File: src/hw/rtl/rvx_queue.sv
// Two-entry queue that holds items between the core's pipeline sections.
module rvx_queue #(
    parameter int WIDTH = 8
) (
    input  logic             clk,
    input  logic             rst_n,
    input  logic             push,
    input  logic [WIDTH-1:0] din,
    output logic             full,
    input  logic             pop,
    output logic [WIDTH-1:0] dout,
    output logic             empty
);
    logic [WIDTH-1:0] mem_reg [2];
    logic             wp_reg;
    logic             rp_reg;
    logic [1:0]       cnt_reg;
    logic             do_push;
    logic             do_pop;

    assign full    = cnt_reg == 2'd2;
    assign empty   = cnt_reg == 2'd0;
    assign dout    = mem_reg[rp_reg];
    assign do_push = push && !full;
    assign do_pop  = pop && !empty;

    always_ff @(posedge clk)
    begin
        if (do_push)
        begin
            mem_reg[wp_reg] <= din;
        end
    end

    always_ff @(posedge clk or negedge rst_n)
    begin
        if (!rst_n)
        begin
            wp_reg  <= 1'b0;
            rp_reg  <= 1'b0;
            cnt_reg <= 2'd0;
        end
        else
        begin
            if (do_push)
            begin
                wp_reg <= ~wp_reg;
            end
            if (do_pop)
            begin
                rp_reg <= ~rp_reg;
            end
            cnt_reg <= cnt_reg + {1'b0, do_push} - {1'b0, do_pop};
        end
    end
endmodule

File: config.mk
export PLATFORM = sky130hd
export DESIGN_NAME = rvx_queue
export DESIGN_NICKNAME = d
export VERILOG_FILES = /design/src/hw/rtl/rvx_queue.sv
export SDC_FILE = /design/constraint.sdc
export NUM_CORES = 1
export LEC_CHECK = 0
export ABC_AREA = 0
export BUFFER_PORTS_ARGS = -buffer_cell sky130_fd_sc_hd__buf_2
export CAP_MARGIN = 20
export CORE_UTILIZATION = 50
export CTS_BUF_LIST = sky130_fd_sc_hd__clkbuf_8
export CTS_CLUSTER_DIAMETER = 150
export CTS_CLUSTER_SIZE = 12
export DETAILED_ROUTE_END_ITERATION = 10
export GPL_ROUTABILITY_DRIVEN = 1
export GPL_TIMING_DRIVEN = 0
export MAX_ROUTING_LAYER = met4
export PLACE_DENSITY = 0.78
export SLEW_MARGIN = 20
export SYNTH_ARGS = -nofsm -noshare
export SYNTH_HDL_FRONTEND = slang
export SYNTH_SLANG_ARGS = --single-unit
File: constraint.sdc
create_clock -name clk -period 3.6 [get_ports clk]
set_clock_uncertainty 0.05 [all_clocks]
set_input_delay 0.72 -clock clk [delete_from_list [all_inputs] [get_ports clk]]
set_output_delay 0.72 -clock clk [all_outputs]
set_load 0.02 [all_outputs]
==> impl_metrics.json <==
{
  "status": "completed",
  "synth_cell_types": 13,
  "max_clock_freq_mhz": 477.4,
  "syn_to_final_growth_pct": 21.77,
  "criticalPathCategory": "reg -> out",
  "p_seq_share_pct": 44.0,
  "ctsHoldBuffers": 0,
  "combPwrFrac_pct": 38.1,
  "h-tree-depth": 1,
  "clock_latency_ns": 0.25,
  "die_w_um": 41.39,
  "clkPwrFrac_pct": 17.9,
  "dpl-instance-area_um2": 899.6,
  "grt_first_pass_wirelength_um": 1656,
  "die-area_um2": 1713,
  "synth_area_um2": 775.7,
  "port_buffers": 21,
  "swShare_pct": 33.40,
  "critical-path-max-stage-delay_ns": 0.36,
  "power_mw": 0.7924,
  "min_path_type": "in -> async",
  "layout_common_cells": "buf_2, edfxtp_1, mux2_2",
  "critical_path_depth": 3,
  "worst-r2r-setup-slack_ns": 1.97,
  "ant_nets": 0,
  "grt_setup_unrepaired": "no",
  "slew_headroom_pct": 56.34,
  "post_drt_wl_per_cell_um": 12.95,
  "cts_setup_buffers": 0,
  "cts_made_buffers": 3,
  "crit_path_frequent_cell": "buf_2",
  "antenna_cells": 0,
  "fin_crit_ns": 2.095,
  "r2r_start": "cnt_reg[1]",
  "ioPinCount": 22,
  "core_um2": 1366,
  "drt_iter0_drc": 5,
  "largest_reg_flops": 16,
  "ctsResizeCount": 0,
  "stdcell_area_um2": 944.7,
  "report.final.slew_viol_count": 0,
  "syn_inst": 43,
  "final_nets": 83,
  "post-dp-hpwl_um": 785,
  "place.gp.congestion": 0.6213,
  "path_cells": "buf_2 > mux2_2 > buf_2",
  "routed_wl_um": 1075,
  "synth.net_count": 57,
  "tightest_slew_ns": 0.6525,
  "cts_root_buf": "clkbuf_8",
  "antenna_found_initial": 0,
  "critPathRequiredTime_ns": 2.83,
  "drive_gt1_share_pct": 50.00,
  "fin_setup_tns_ns": 0,
  "powerDensity_nw_per_um2": 838.9,
  "synth_area_per_cell_um2": 18.04,
  "drc": 0,
  "ys_seq_elements": 20,
  "die_height_um": 41.39,
  "cpMaxStageDelayCell": "mux2_2",
  "firstDrtPassIters": 3,
  "setup_viol": 0,
  "report.final.hold_viol_count": 0,
  "crit_family": "buffers and inverters",
  "max-cap-violations": 0,
  "leakagePower_nw": 0.3958,
  "fin_crit_sh_pct": 58.19,
  "critPathBufInv": 2,
  "yosys_warnings": 0,
  "final_util_pct": 69.14,
  "track_usage_pct": 16.55,
  "fillers": 105,
  "grt_pass1_vias": 402,
  "cp_data_arrival_time_ns": 1.32,
  "cts_tree": "done",
  "clk_pin_slew_worst_paths_ns": 0.07,
  "cp-end-kind": "output port",
  "cp-startpoint": "rp_reg",
  "startpoint_type": "flop",
  "cts_buffer_depth": 2,
  "row_count": 13,
  "clock_sinks": 20,
  "rr_worst_depth": 7,
  "switching_power_mw": 0.2646,
  "routed_via_density": 5.012,
  "ys_seq_area_share_pct": 74.84,
  "final_common_cell": "buf_2",
  "initial_utilization_pct": 56.78,
  "path_max_fanout": 9,
  "global_route.overflow_total": 0,
  "detailroute.via_count": 416,
  "ir_drop_uv": 520.9,
  "p_int_mw": 0.5278,
  "grt_max_degree": 12
}
-- through the flow --
| stage | instances | setup WS (ns) | hold WS [ns] |
|---|---|---|---|
| 2_1_floorplan | 43 | 1.833 | 0.3744 |
| 3_3_place_gp | 79 | 1.725 | 0.4315 |
| 3_5_place_dp | 79 | 1.656 | 0.4322 |
| 4_1_cts | 83 | 1.488 | 0.2083 |
| 5_1_grt | 83 | 1.430 | 0.2115 |
| 6_report | 83 | 1.505 | 0.2113 |
-- kinds of logic after synthesis --
group / Yosys count / share of synthesized area (%)
flops: 20 / 74.84
mux: 8 / 11.61
simple gates: 6 / 4.195
xor+xnor: 4 / 4.517
buf+inv: 3 / 1.613
fa+ha+maj: 2 / 3.225
-- worst register-to-register path: cells and delay by family, from the launching register on --
family / cells / cell delay (ns)
flip-flops: 1 / 0.41
buffers and inverters: 1 / 0.04
AND/OR/NAND/NOR: 2 / 0.23
adder cells (fa/ha/maj): 2 / 0.48
XOR/XNOR: 2 / 0.34
-- cell type report --
cell class | instances | area (um^2) | area share, %
clock buffer | 3 | 41.29 | 4.371
multi-input combinational | 20 | 182.7 | 19.34
timing repair buffer | 21 | 105.1 | 11.13
sequential | 20 | 580.6 | 61.46
clock inverter | 1 | 3.754 | 0.3974
tap | 15 | 18.77 | 1.987
inverter | 2 | 7.507 | 0.7947
buffer | 1 | 5.005 | 0.5298
-- routing by layer --
metal  GRT usage [%]  vias up  part of all wire [%]
met3           6.383        0                   6.2
met4           4.839        0                     0
li1                -      205                     -
met2           27.73       15                    52
met5               -        -                     0
met1           18.35      196                    42
-- cells in the mapped netlist --
| master | count | share of area (%) |
|---|---|---|
| edfxtp_1 | 16 | 62 |
| mux2_2 | 8 | 12 |
| dfrtp_1 | 4 | 13 |
| xnor2_1 | 3 | 3.4 |
| ha_1 | 2 | 3.2 |
| inv_1 | 2 | 0.97 |
| nor2_1 | 2 | 0.97 |
| and3_1 | 1 | 0.81 |
| buf_2 | 1 | 0.64 |
| nand2_1 | 1 | 0.48 |
| nand2b_1 | 1 | 0.81 |
| nor2b_2 | 1 | 1.1 |
| xor2_1 | 1 | 1.1 |
-- power groups by stage --
stage | combinational [mW] | clock (mW) | sequential, mW
6_report | 0.302 | 0.142 | 0.348
5_1_grt | 0.332 | 0.151 | 0.356
3_5_place_dp | 0.307 | 0 | 0.353
3_3_place_gp | 0.297 | 0 | 0.350
4_1_cts | 0.309 | 0.145 | 0.350
2_1_floorplan | 0.226 | 0 | 0.346
-- path summary, 6_finish.rpt --
kind / endpoint
min: rp_reg
max reg2reg: cnt_reg[1]
max in group asynchronous: cnt_reg[1]
min reg2reg: wp_reg
min in group clk: wp_reg
max: dout[4]
Note: power is estimated with default switching activity, not from simulation.
